$ cat src/hrsp_pkg.sv
// ----------------------------------------------------------------------------
// hrsp_pkg
// Shared types, codes and the digit decode for the hex record stream parser.
// ----------------------------------------------------------------------------
package hrsp_pkg;

   // Record field position of the parser
   typedef enum logic [3:0] {
      PH_COLON   = 4'd0,
      PH_LEN     = 4'd1,
      PH_ADDR_HI = 4'd2,
      PH_ADDR_LO = 4'd3,
      PH_TYPE    = 4'd4,
      PH_DATA    = 4'd5,
      PH_CKSUM   = 4'd6,
      PH_SEP     = 4'd7,
      PH_HALT    = 4'd8
   } phase_type;

   // Result kinds
   localparam logic [1:0] KIND_WRITE = 2'd0;
   localparam logic [1:0] KIND_END   = 2'd1;
   localparam logic [1:0] KIND_SYNC  = 2'd2;

   // Characters and record codes
   localparam logic [7:0] CHAR_COLON   = 8'h3A;
   localparam logic [7:0] CHAR_ZERO    = 8'h30;
   localparam logic [7:0] CHAR_NINE    = 8'h39;
   localparam logic [7:0] ALPHA_OFFSET = 8'd55;
   localparam logic [7:0] TYPE_DATA    = 8'h00;
   localparam logic [7:0] TYPE_EOF     = 8'h01;

   // Parser state carried from one character to the next
   typedef struct packed {
      phase_type   phase;
      logic        digit_half;
      logic [7:0]  high_value;
      logic [7:0]  bytes_left;
      logic [15:0] record_address;
      logic [7:0]  record_type;
   } parse_state_type;

   // One result of the parser
   typedef struct packed {
      logic        valid;
      logic [1:0]  kind;
      logic [15:0] write_address;
      logic [7:0]  write_data;
   } parse_result_type;

   // Map a character to its digit value, mod 256
   function automatic logic [7:0] map_digit(input logic [7:0] c);
      logic [7:0] value;
      if (c >= CHAR_ZERO && c <= CHAR_NINE) begin
         value = c - CHAR_ZERO;
      end else begin
         value = c - ALPHA_OFFSET;
      end
      return value;
   endfunction

endpackage

$ cat src/hex_record_stream_parser_core.sv
// ----------------------------------------------------------------------------
// hex_record_stream_parser_core
// Hex record character stream parser: emits data writes, end and sync errors.
// ----------------------------------------------------------------------------
// Path: a character passes the input register, then the result register,
//   before its result shows on rsp_valid. One character per cycle unless
//   rsp_stall holds a result; the parser state updates in one step.
// Reset: synchronous, clears both valid flags and returns the parser to
//   waiting for a colon; payload registers are not reset.
module hex_record_stream_parser_core (
   input  logic        clock,
   input  logic        reset,
   input  logic        req_valid,
   output logic        req_stall,
   input  logic [7:0]  req_char_in,
   output logic        rsp_valid,
   input  logic        rsp_stall,
   output logic [1:0]  rsp_kind,
   output logic [15:0] rsp_write_address,
   output logic [7:0]  rsp_write_data
);

   logic                       in_vld_ff;
   logic [7:0]                 in_char_ff;
   hrsp_pkg::parse_state_type  state_ff;
   hrsp_pkg::parse_state_type  state_in;
   hrsp_pkg::parse_result_type step_result;
   logic                       out_vld_ff;
   logic [1:0]                 out_kind_ff;
   logic [15:0]                out_address_ff;
   logic [7:0]                 out_data_ff;
   logic                       proc_go;

   // Process the held character when the result register can take a transfer
   assign proc_go   = in_vld_ff && (!out_vld_ff || !rsp_stall);
   assign req_stall = in_vld_ff && !proc_go;

   hrsp_step u_step (
      .cur_state (state_ff),
      .char_in   (in_char_ff),
      .nxt_state (state_in),
      .result    (step_result)
   );

   // Input register
   always_ff @(posedge clock) begin
      if (reset) begin
         in_vld_ff <= 1'b0;
      end else if (!req_stall) begin
         in_vld_ff <= req_valid;
      end
      if (!req_stall && req_valid) begin
         in_char_ff <= req_char_in;
      end
   end

   // Parser state register
   always_ff @(posedge clock) begin
      if (reset) begin
         state_ff.phase          <= hrsp_pkg::PH_COLON;
         state_ff.digit_half     <= 1'b0;
         state_ff.high_value     <= 8'd0;
         state_ff.bytes_left     <= 8'd0;
         state_ff.record_address <= 16'd0;
         state_ff.record_type    <= 8'd0;
      end else if (proc_go) begin
         state_ff <= state_in;
      end
   end

   // Result register: load on a produced result, clear once transferred
   always_ff @(posedge clock) begin
      if (reset) begin
         out_vld_ff <= 1'b0;
      end else if (proc_go) begin
         out_vld_ff <= step_result.valid;
      end else if (out_vld_ff && !rsp_stall) begin
         out_vld_ff <= 1'b0;
      end
      if (proc_go && step_result.valid) begin
         out_kind_ff    <= step_result.kind;
         out_address_ff <= step_result.write_address;
         out_data_ff    <= step_result.write_data;
      end
   end

   assign rsp_valid         = out_vld_ff;
   assign rsp_kind          = out_kind_ff;
   assign rsp_write_address = out_address_ff;
   assign rsp_write_data    = out_data_ff;

endmodule

$ cat src/hrsp_step.sv
// ----------------------------------------------------------------------------
// hrsp_step
// Next parser state and optional result for one record character.
// ----------------------------------------------------------------------------
module hrsp_step (
   input  hrsp_pkg::parse_state_type  cur_state,
   input  logic [7:0]                 char_in,
   output hrsp_pkg::parse_state_type  nxt_state,
   output hrsp_pkg::parse_result_type result
);

   logic [7:0] byte_value;
   logic [7:0] bytes_dec;

   // Assemble the byte from the stored high digit and this low digit
   assign byte_value = {cur_state.high_value[3:0], 4'b0000} + hrsp_pkg::map_digit(char_in);
   assign bytes_dec  = cur_state.bytes_left - 8'd1;

   always_comb begin
      nxt_state            = cur_state;
      result.valid         = 1'b0;
      result.kind          = hrsp_pkg::KIND_WRITE;
      result.write_address = 16'd0;
      result.write_data    = 8'd0;

      case (cur_state.phase)
         hrsp_pkg::PH_HALT: begin
            // drop every character until reset
         end
         hrsp_pkg::PH_COLON: begin
            if (char_in == hrsp_pkg::CHAR_COLON) begin
               nxt_state.phase      = hrsp_pkg::PH_LEN;
               nxt_state.digit_half = 1'b0;
            end else begin
               nxt_state.phase = hrsp_pkg::PH_HALT;
               result.valid    = 1'b1;
               result.kind     = hrsp_pkg::KIND_SYNC;
            end
         end
         hrsp_pkg::PH_SEP: begin
            nxt_state.phase = hrsp_pkg::PH_COLON;
         end
         hrsp_pkg::PH_LEN, hrsp_pkg::PH_ADDR_HI, hrsp_pkg::PH_ADDR_LO,
         hrsp_pkg::PH_TYPE, hrsp_pkg::PH_DATA, hrsp_pkg::PH_CKSUM: begin
            if (!cur_state.digit_half) begin
               // hold the high digit
               nxt_state.high_value = hrsp_pkg::map_digit(char_in);
               nxt_state.digit_half = 1'b1;
            end else begin
               nxt_state.digit_half = 1'b0;
               case (cur_state.phase)
                  hrsp_pkg::PH_LEN: begin
                     nxt_state.bytes_left = byte_value;
                     nxt_state.phase      = hrsp_pkg::PH_ADDR_HI;
                  end
                  hrsp_pkg::PH_ADDR_HI: begin
                     nxt_state.record_address = {byte_value, 8'h00};
                     nxt_state.phase          = hrsp_pkg::PH_ADDR_LO;
                  end
                  hrsp_pkg::PH_ADDR_LO: begin
                     nxt_state.record_address = {cur_state.record_address[15:8], byte_value};
                     nxt_state.phase          = hrsp_pkg::PH_TYPE;
                  end
                  hrsp_pkg::PH_TYPE: begin
                     nxt_state.record_type = byte_value;
                     if (byte_value == hrsp_pkg::TYPE_EOF) begin
                        nxt_state.phase = hrsp_pkg::PH_HALT;
                        result.valid    = 1'b1;
                        result.kind     = hrsp_pkg::KIND_END;
                     end else if (cur_state.bytes_left != 8'd0) begin
                        nxt_state.phase = hrsp_pkg::PH_DATA;
                     end else begin
                        nxt_state.phase = hrsp_pkg::PH_CKSUM;
                     end
                  end
                  hrsp_pkg::PH_DATA: begin
                     // emit a write for data records and advance the address
                     if (cur_state.record_type == hrsp_pkg::TYPE_DATA) begin
                        result.valid             = 1'b1;
                        result.kind              = hrsp_pkg::KIND_WRITE;
                        result.write_address     = cur_state.record_address;
                        result.write_data        = byte_value;
                        nxt_state.record_address = cur_state.record_address + 16'd1;
                     end
                     nxt_state.bytes_left = bytes_dec;
                     if (bytes_dec == 8'd0) begin
                        nxt_state.phase = hrsp_pkg::PH_CKSUM;
                     end
                  end
                  hrsp_pkg::PH_CKSUM: begin
                     nxt_state.phase = hrsp_pkg::PH_SEP;
                  end
                  default: begin
                     nxt_state.phase = hrsp_pkg::PH_HALT;
                  end
               endcase
            end
         end
         default: begin
            // unused encodings behave as halted
            nxt_state.phase = hrsp_pkg::PH_HALT;
         end
      endcase
   end

endmodule
$ cat config.mk
export PLATFORM = sky130hd
export DESIGN_NAME = hex_record_stream_parser_core
export DESIGN_NICKNAME = d
export VERILOG_FILES = /design/src/hrsp_pkg.sv /design/src/hex_record_stream_parser_core.sv /design/src/hrsp_step.sv
export SDC_FILE = /design/constraint.sdc
export NUM_CORES = 1
export LEC_CHECK = 0
export ABC_AREA = 1
export BUFFER_PORTS_ARGS = -buffer_cell sky130_fd_sc_hd__buf_2
export CAP_MARGIN = 25
export CORE_ASPECT_RATIO = 0.8
export CORE_MARGIN = 5
export CORE_UTILIZATION = 55
export CTS_CLUSTER_SIZE = 14
export DETAILED_ROUTE_END_ITERATION = 10
export PLACE_DENSITY = 0.83
export SLEW_MARGIN = 10
export SYNTH_ARGS = -nofsm -noshare
export SYNTH_HDL_FRONTEND = slang
export SYNTH_HIERARCHICAL = 1
export SYNTH_SLANG_ARGS = --single-unit
$ cat constraint.sdc
create_clock -name clock -period 3.7 [get_ports clock]
set_input_delay 0.37 -clock clock [delete_from_list [all_inputs] [get_ports clock]]
set_output_delay 0.37 -clock clock [all_outputs]
set_load 0.01 [all_outputs]
Word-level counts from Yosys, hierarchy flattened
Cells that the tools add are included.
- register bits after elaboration: 77
- latch bits: 0
- bits in writable memories: 0
- memory bits (read-only): 0
- input bits: 12
- output and inout bits: 28
- logic and storage cells: 89
- memories kept: 0
- add/sub/neg operators: 5
- $mul: 0
- divide/modulo/power cells: 0
- magnitude comparators: 2
- equal/unequal tests: 14
- shifts and indexed selects: 0
- mux-type cells: 23
- bitwise gates (word level): 3
- reduce and logical (&&, ||, !) cells: 29
- operators by type and width (kind ; count):
    $mux 27 ; 2
    $pmux 16 s3 ; 1
    $mux 24 ; 1
    $pmux 4 s6 ; 1
    $add 16x1->16 const B ; 1
    $eq 4x3->1 const B ; 4
    $logic_not 8->1 ; 2
    $mux 16 ; 1
    $mux 4 ; 4
    $pmux 4 s4 ; 1
    $pmux 8 s2 ; 1
    $reduce_and 4->1 ; 4
    $sub 8x6->8 const B ; 2
    $pmux 3 s2 ; 2
    $add 8x8->8 ; 1
    $eq 4x2->1 const B ; 2
    $eq 8x1->1 const B ; 1
    $eq 8x6->1 const B ; 1
    $ge 8x6->1 const B ; 1
    $le 8x6->1 const B ; 1
    $mux 8 ; 1
    $reduce_bool 2->1 ; 4
    $reduce_bool 8->1 ; 1
    $sub 8x1->8 const B ; 1
    19 further kinds ; 35

Logic depth before layout (Yosys ltp)
Gate-level depths: netlist of the first run.
- depth in word-level cells: 10
- gate-level depth with buffers: 25
- depth with buffers taken out: 25

Hierarchy
The synthesis of the first run kept the hierarchy.
- by module, submodules not included (module ; instances ; cells each ; area an instance (um^2)):
    hex_record_stream_parser_core ; 1 ; 345 ; 3158.0
    hrsp_step ; 1 ; 432 ; 2255.9

Worst setup path before layout of the first run
OpenSTA, ideal clock, no wires.
- kind: flip-flop to flip-flop
- from: register in_char_ff[0]
- to: register out_kind_ff[0] (netlist: rsp_kind[0]), enable pin
- library setup time: 0.409 ns
- arrival: 3.680 ns
- required time: 3.291 ns
- slack: -0.389 ns
- cell stages (with the launch flop): 18
- period minus slack after synthesis: 4.089 ns
- cell sequence: edfxtp_1 > ha_1 > nand2_1 > inv_1 > nor2_1 > nand2_1 > xor2_1 > ha_1 > inv_1 > fa_1 > inv_1 > nor3_1 > nand3_1 > nor2_1 > nand3_1 > nand3_1 > inv_1 > nor2_1
- RTL lines (what ; line ; text):
    start, declared ; hex_record_stream_parser_core.sv:24 ; logic [7:0] in_char_ff;
    start signal, assigned ; hex_record_stream_parser_core.sv:53 ; in_char_ff <= req_char_in;
    end signal, assigned ; hex_record_stream_parser_core.sv:81 ; out_kind_ff <= step_result.kind;
    end, declared ; hex_record_stream_parser_core.sv:29 ; logic [1:0] out_kind_ff;

==> results.toml, run 1 <==
[routing]
ant_nets = 0
drc = 0
wire_per_inst_um = 15.6
first_iter_violations = 658
dr.pass1.iters = 6
routed_wl_um = 13900
vias_per_cell = 5.72
via_count = 5093

[sta]
drv_slew = 0
finalHoldViolations = 0
min_period_ns = 3.49
fmax_ghz = 0.287
rsz0062_at_grt = "false"
fin_crit_sh = 0.942
worst_slack_ns = 0.214
relSlewSlack = 0.468
tns_ns = 0
tightest_slew_ns = 0.797
setup_violations = 0
finClkSkew_ns = 0.00869

[synth]
synth_fp_nets = 768
ys.warnings.count = 6
synthCells = 743
syn_avg_cell_area_um2 = 7.01
syn-cell-area_mm2 = 0.00521

[floorplan]
floorplan.initialDensity = 0.569
coreArea_mm2 = 0.00915
io_pins = 40
fp.dieW_um = 119
fp.dieArea_mm2 = 0.0115
dieHeight_um = 97.0
rows = 31

[min_path]
min_path_type = "input pin to flip-flop"
hold_path_depth = 2
holdPathEnd = "in_vld_ff"
min_from = "reset"

[place]
dpl.cell_count = 870
port_buffers = 39
dp_hpwl_um = 9570
placed_area_mm2 = 0.00536
pre_cts_slack_ns = 0.165
gp_congestion = 0.990

[power_and_ir_drop]
p_switching_mw = 0.735
leakagePower_nw = 2.49
clockPowerShare = 0.366
ir_drop_v = 0.000215
p_comb_frac = 0.198
p_int_mw = 1.56
p_seq_frac = 0.436
power.density_mw_per_mm2 = 401
swShare = 0.320

[setup_path]
cpPeakStageDelay_ns = 0.56
cp-start-kind = "flip-flop"
path_cells = "ha_1, nand2_1, inv_1, nor2_2, nand2_1, xor2_1, ha_1, inv_1, fa_2, inv_1, nor3_1, nand3_1, nor2_2, nand3_1, nand3_1, inv_1, nor2_4, clkbuf_16"
rr_startpoint = "in_char_ff[0]"
critical_path_class = "flip-flop to flip-flop"
r2r_setup_slack_ns = 0.21
cp.arrival_ns = 3.54
end_kind = "flip-flop"
crit_top_cell = "inv_1"
crit_path_max_fanout = 13
crit_path_top_delay_cell = "fa_2"
reg2regPathDepth = 18
timing.rr.end = "rsp_write_address[13]"
required_ns = 3.75

[clocking]
cts.reportedPaths.clkPinSlew_ns = 0.06
cts_max_level = 3
clk_latency_ns = 0.34
cts_buffers = 9
cts_tree = "yes"
clock-sinks = 77
clk_path_buf_depth = 2
root_buffer = "clkbuf_16"

[outcome]
status = "complete, no violations"

[layout]
final_cells = 891
nets = 796
filler_cell_count = 812
antenna_cells = 0
fin_area_mm2 = 0.00572
drive_gt1_frac = 0.151
syn_to_final_growth_pct = 9.78

[flow_run]
drv_cap = 0

[global_route]
first_global_vias = 4531
grt_use_met1 = 0.344
grt_max_degree = 50
use_met2 = 0.352
grt_overflow = 0
antenna_found_initial = 0
busiest_layer = "met2"
use_met3 = 0.0525
grt_usage = 0.236
grt_pass1_wl_um = 22300
[flip-flops by register name, summed over array words and instances, names as in the netlist]
name               flops
rsp_write_data         8
rsp_valid              1
in_char_ff             8
rsp_write_address     16
in_vld_ff              1
rsp_kind               2
state_ff              41
[how the worst max path moves through the flow]
stage,startpoint,to,slack (ns),cells after the start
2_1_floorplan,in_char_ff[0],rsp_kind[0],0.08,17
4_1_cts,in_char_ff[4],rsp_write_address[1],0.15,20
6_report,in_char_ff[0],rsp_write_address[13],0.21,18
5_1_grt,in_char_ff[0],rsp_write_address[12],0.03,20
3_5_place_dp,in_char_ff[4],rsp_write_address[10],0.16,20
3_3_place_gp,in_char_ff[0],rsp_write_address[6],0.36,18
[power by group through the flow]
stage	sequential (mW)	clock [mW]	combinational, mW
6_report	1.00	0.840	0.454
4_1_cts	0.998	0.848	0.433
3_5_place_dp	1.02	0	0.431
5_1_grt	1.01	0.888	0.505
2_1_floorplan	1.01	0	0.322
3_3_place_gp	1.01	0	0.412
[stage by stage]
stage	util	total power, mW	hold WS, ns
2_1_floorplan	-	1.33	0.439
3_3_place_gp	0.586	1.43	0.464
3_5_place_dp	0.586	1.45	0.478
4_1_cts	0.617	2.28	0.197
5_1_grt	0.625	2.40	0.199
6_report	0.625	2.29	0.203
[cell usage in the layout (no fill, tap or decap), drive strengths merged, types with 3 or more instances in the layout]
cell type	instances
nor2	110
o211ai	7
clkbuf	10
clkinv	5
o21ai	40
buf	49
inv	122
a221oi	3
edfxtp	34
dfxtp	43
o22ai	5
nand3	79
nand2	146
nand4	7
a22oi	6
xor2	11
nor3	13
ha	12
a21oi	62
[metal layers]
metal	wire length, um	vias to the layer above
met3	1260	29
met1	6290	2332
met2	6150	269
met4	212	0
met5	0	-
li1	-	2463
[cell type report]
cell class | count | area (um^2) | share of cell area
tap | 115 | 144 | 0.0252
inverter | 121 | 462 | 0.0807
multi-input combinational | 512 | 2640 | 0.461
clock inverter | 7 | 58.8 | 0.0103
timing repair buffer | 50 | 308 | 0.0538
clock buffer | 9 | 225 | 0.0394
sequential | 77 | 1880 | 0.329
[what timing repair did]
item	in CTS	in global routing
setup buffers	0	4
hold buffers	0	0
endpoints found under the setup margin	0	30
gates resized for setup	0	7
[critical path, delay by kind of cell (launching register included)]
family	cells	cell delay [ns]
xor gates and xnor gates	1	0.14
DFF	1	0.45
adders and majority gates	3	1.00
buffers and inverters	5	0.49
and+or+nand+nor	9	1.10
(Power assumes the default switching activity.)
==> inputs of run 2 (changes only) <==
CORE_UTILIZATION = 60   (was 55)
PLACE_DENSITY = 0.85   (was 0.83)
clock period = 3.25 ns   (was 3.7 ns; I/O delays follow)
==> results.toml, run 2 (synthesis gave the netlist of run 1 again) <==
[outcome]
status = "finished, violations left"
failed_checks = "setup timing"

[place]
dp_hpwl_um = 9990
gp_congestion = 0.943
port_buffers = 39
dpl.cell_count = 879

[setup_path]
required_ns = 3.34
cpPeakStageDelay_ns = 0.51
crit_top_cell = "inv_2"
cp_top_family = "adder cells"
crit_path_top_delay_cell = "fa_1"
path_cells = "ha_2, nand2_2, inv_2, nor2_4, nand2_2, xor2_1, ha_2, inv_2, fa_1, inv_2, nor3_2, nand3_1, nor2_2, nand3_2, nand3_2, inv_2, nor2_4, buf_4, buf_12"
cp.arrival_ns = 3.36
crit_path_max_fanout = 6
crit_buf_inv = 6
cp-start-kind = "flip-flop"
end_kind = "flip-flop"
critical_path_class = "flip-flop to flip-flop"

[layout]
nets = 814
antenna_cells = 0
filler_cell_count = 698
mostFrequentLayoutCell = "nand2_1"
layout_common_cells = "135 x nand2_1, 109 x inv_1, 82 x nor2_1"
drive_gt1_frac = 0.188
syn_to_final_growth_pct = 13.4
largest_reg_flops = 41
finish.utilization = 0.696
final_cells = 906
top_register = "state_ff"

[routing]
first_iter_violations = 621
ant_nets = 0
drc = 0
routed_wl_um = 14500
wire_per_inst_um = 16.0
via_count = 5150
dr.pass1.iters = 6
vias_per_cell = 5.68

[power_and_ir_drop]
power_mw = 2.63
leakagePower_nw = 2.59
ir_drop_v = 0.000298
power.density_mw_per_mm2 = 445

[flow_run]
drv_cap = 0

[sta]
drv_slew = 0
relSlewSlack = 0.467
finClkSkew_ns = 0.0102
worst_slack_ns = -0.0173
rsz0062_at_grt = "true"
fin_crit_sh = 1.01
finalHoldViolations = 0
fmax_ghz = 0.306
min_period_ns = 3.27
setup_violations = 13
tightest_slew_ns = 0.798

[clocking]
cts_tree = "yes"
cts_buffers = 9
clk_path_buf_depth = 2
clock-sinks = 77
cts.reportedPaths.clkPinSlew_ns = 0.08
cts_max_level = 3
clk_latency_ns = 0.37
cts_hold_buf = 0
root_buffer = "clkbuf_8"

[floorplan]
fp.dieW_um = 114
floorplan.initialDensity = 0.614
fp.dieArea_mm2 = 0.0107
coreArea_mm2 = 0.00848
dieHeight_um = 93.3
io_pins = 40
rows = 30

[global_route]
first_global_vias = 4613
grt_overflow = 0
grt_max_degree = 51
grt_pass1_wl_um = 22700
grt_usage = 0.270
antenna_found_initial = 0

[min_path]
min_path_type = "input pin to flip-flop"
==> run 2: cell types whose count changed in the layout (fill, tap and decap cells not counted), sizes merged <==
cell / change
buf: +17
clkbuf: +4
bufinv: +3
clkinv: -3
inv: -2
clkinvlp: -1
==> run 2: final cells by class <==
cell class / instances / area (um^2) / share of cell area
Multi-Input combinational cell: 512 / 2690 / 0.455
Sequential cell: 77 / 1880 / 0.319
Timing Repair Buffer: 68 / 485 / 0.0822
Inverter: 121 / 462 / 0.0781
Clock buffer: 12 / 155 / 0.0263
Tap cell: 112 / 140 / 0.0237
Clock inverter: 4 / 95.1 / 0.0161
==> run 2: path summary, 6_finish.rpt <==
check                               startpoint                   end  slack [ns]  cells after the start
worst min register to register    state_ff[28]          state_ff[28]        0.51                      2
worst max-delay path             in_char_ff[0]  rsp_write_address[4]       -0.02                     19
worst max register to register   in_char_ff[0]  rsp_write_address[4]       -0.02                     19
worst min-delay path            req_char_in[4]         in_char_ff[4]        0.13                      1
==> run 2: timing repair <==
| action | in CTS | in global routing |
|---|---|---|
| gates cloned | 0 | 2 |
| hold endpoints to repair | 0 | 0 |
| setup buffers | 1 | 8 |
| setup endpoints to repair | 14 | 36 |
| pin swaps | 0 | 1 |
| resized for setup | 0 | 15 |
==> run 2: metal layers <==
layer,wire (um),share of wire,global-route usage,vias to the layer above
met5,0,0,0,-
met4,430,0.030,0.101,0
met3,1480,0.10,0.0589,54
met2,6480,0.45,0.411,264
met1,6140,0.42,0.374,2339
li1,-,-,-,2493
==> run 2: metrics by stage <==
stage	setup TNS (ns)	instance area, um^2	hold slack, ns	worst slack, ns
2_1_floorplan	-0.175	5230	0.394	-0.00672
3_3_place_gp	0	5480	0.468	0.133
3_5_place_dp	0	5480	0.497	0.00491
4_1_cts	0	5730	0.111	0.00563
5_1_grt	-5.33	5910	0.116	-0.183
6_report	-0.153	5910	0.134	-0.0173
==> run 2: power breakdown <==
group | total, mW | internal (mW) | switching (mW)
Sequential | 1.14 | 1.07 | 0.0632
Combinational | 0.585 | 0.215 | 0.370
Clock | 0.909 | 0.551 | 0.358
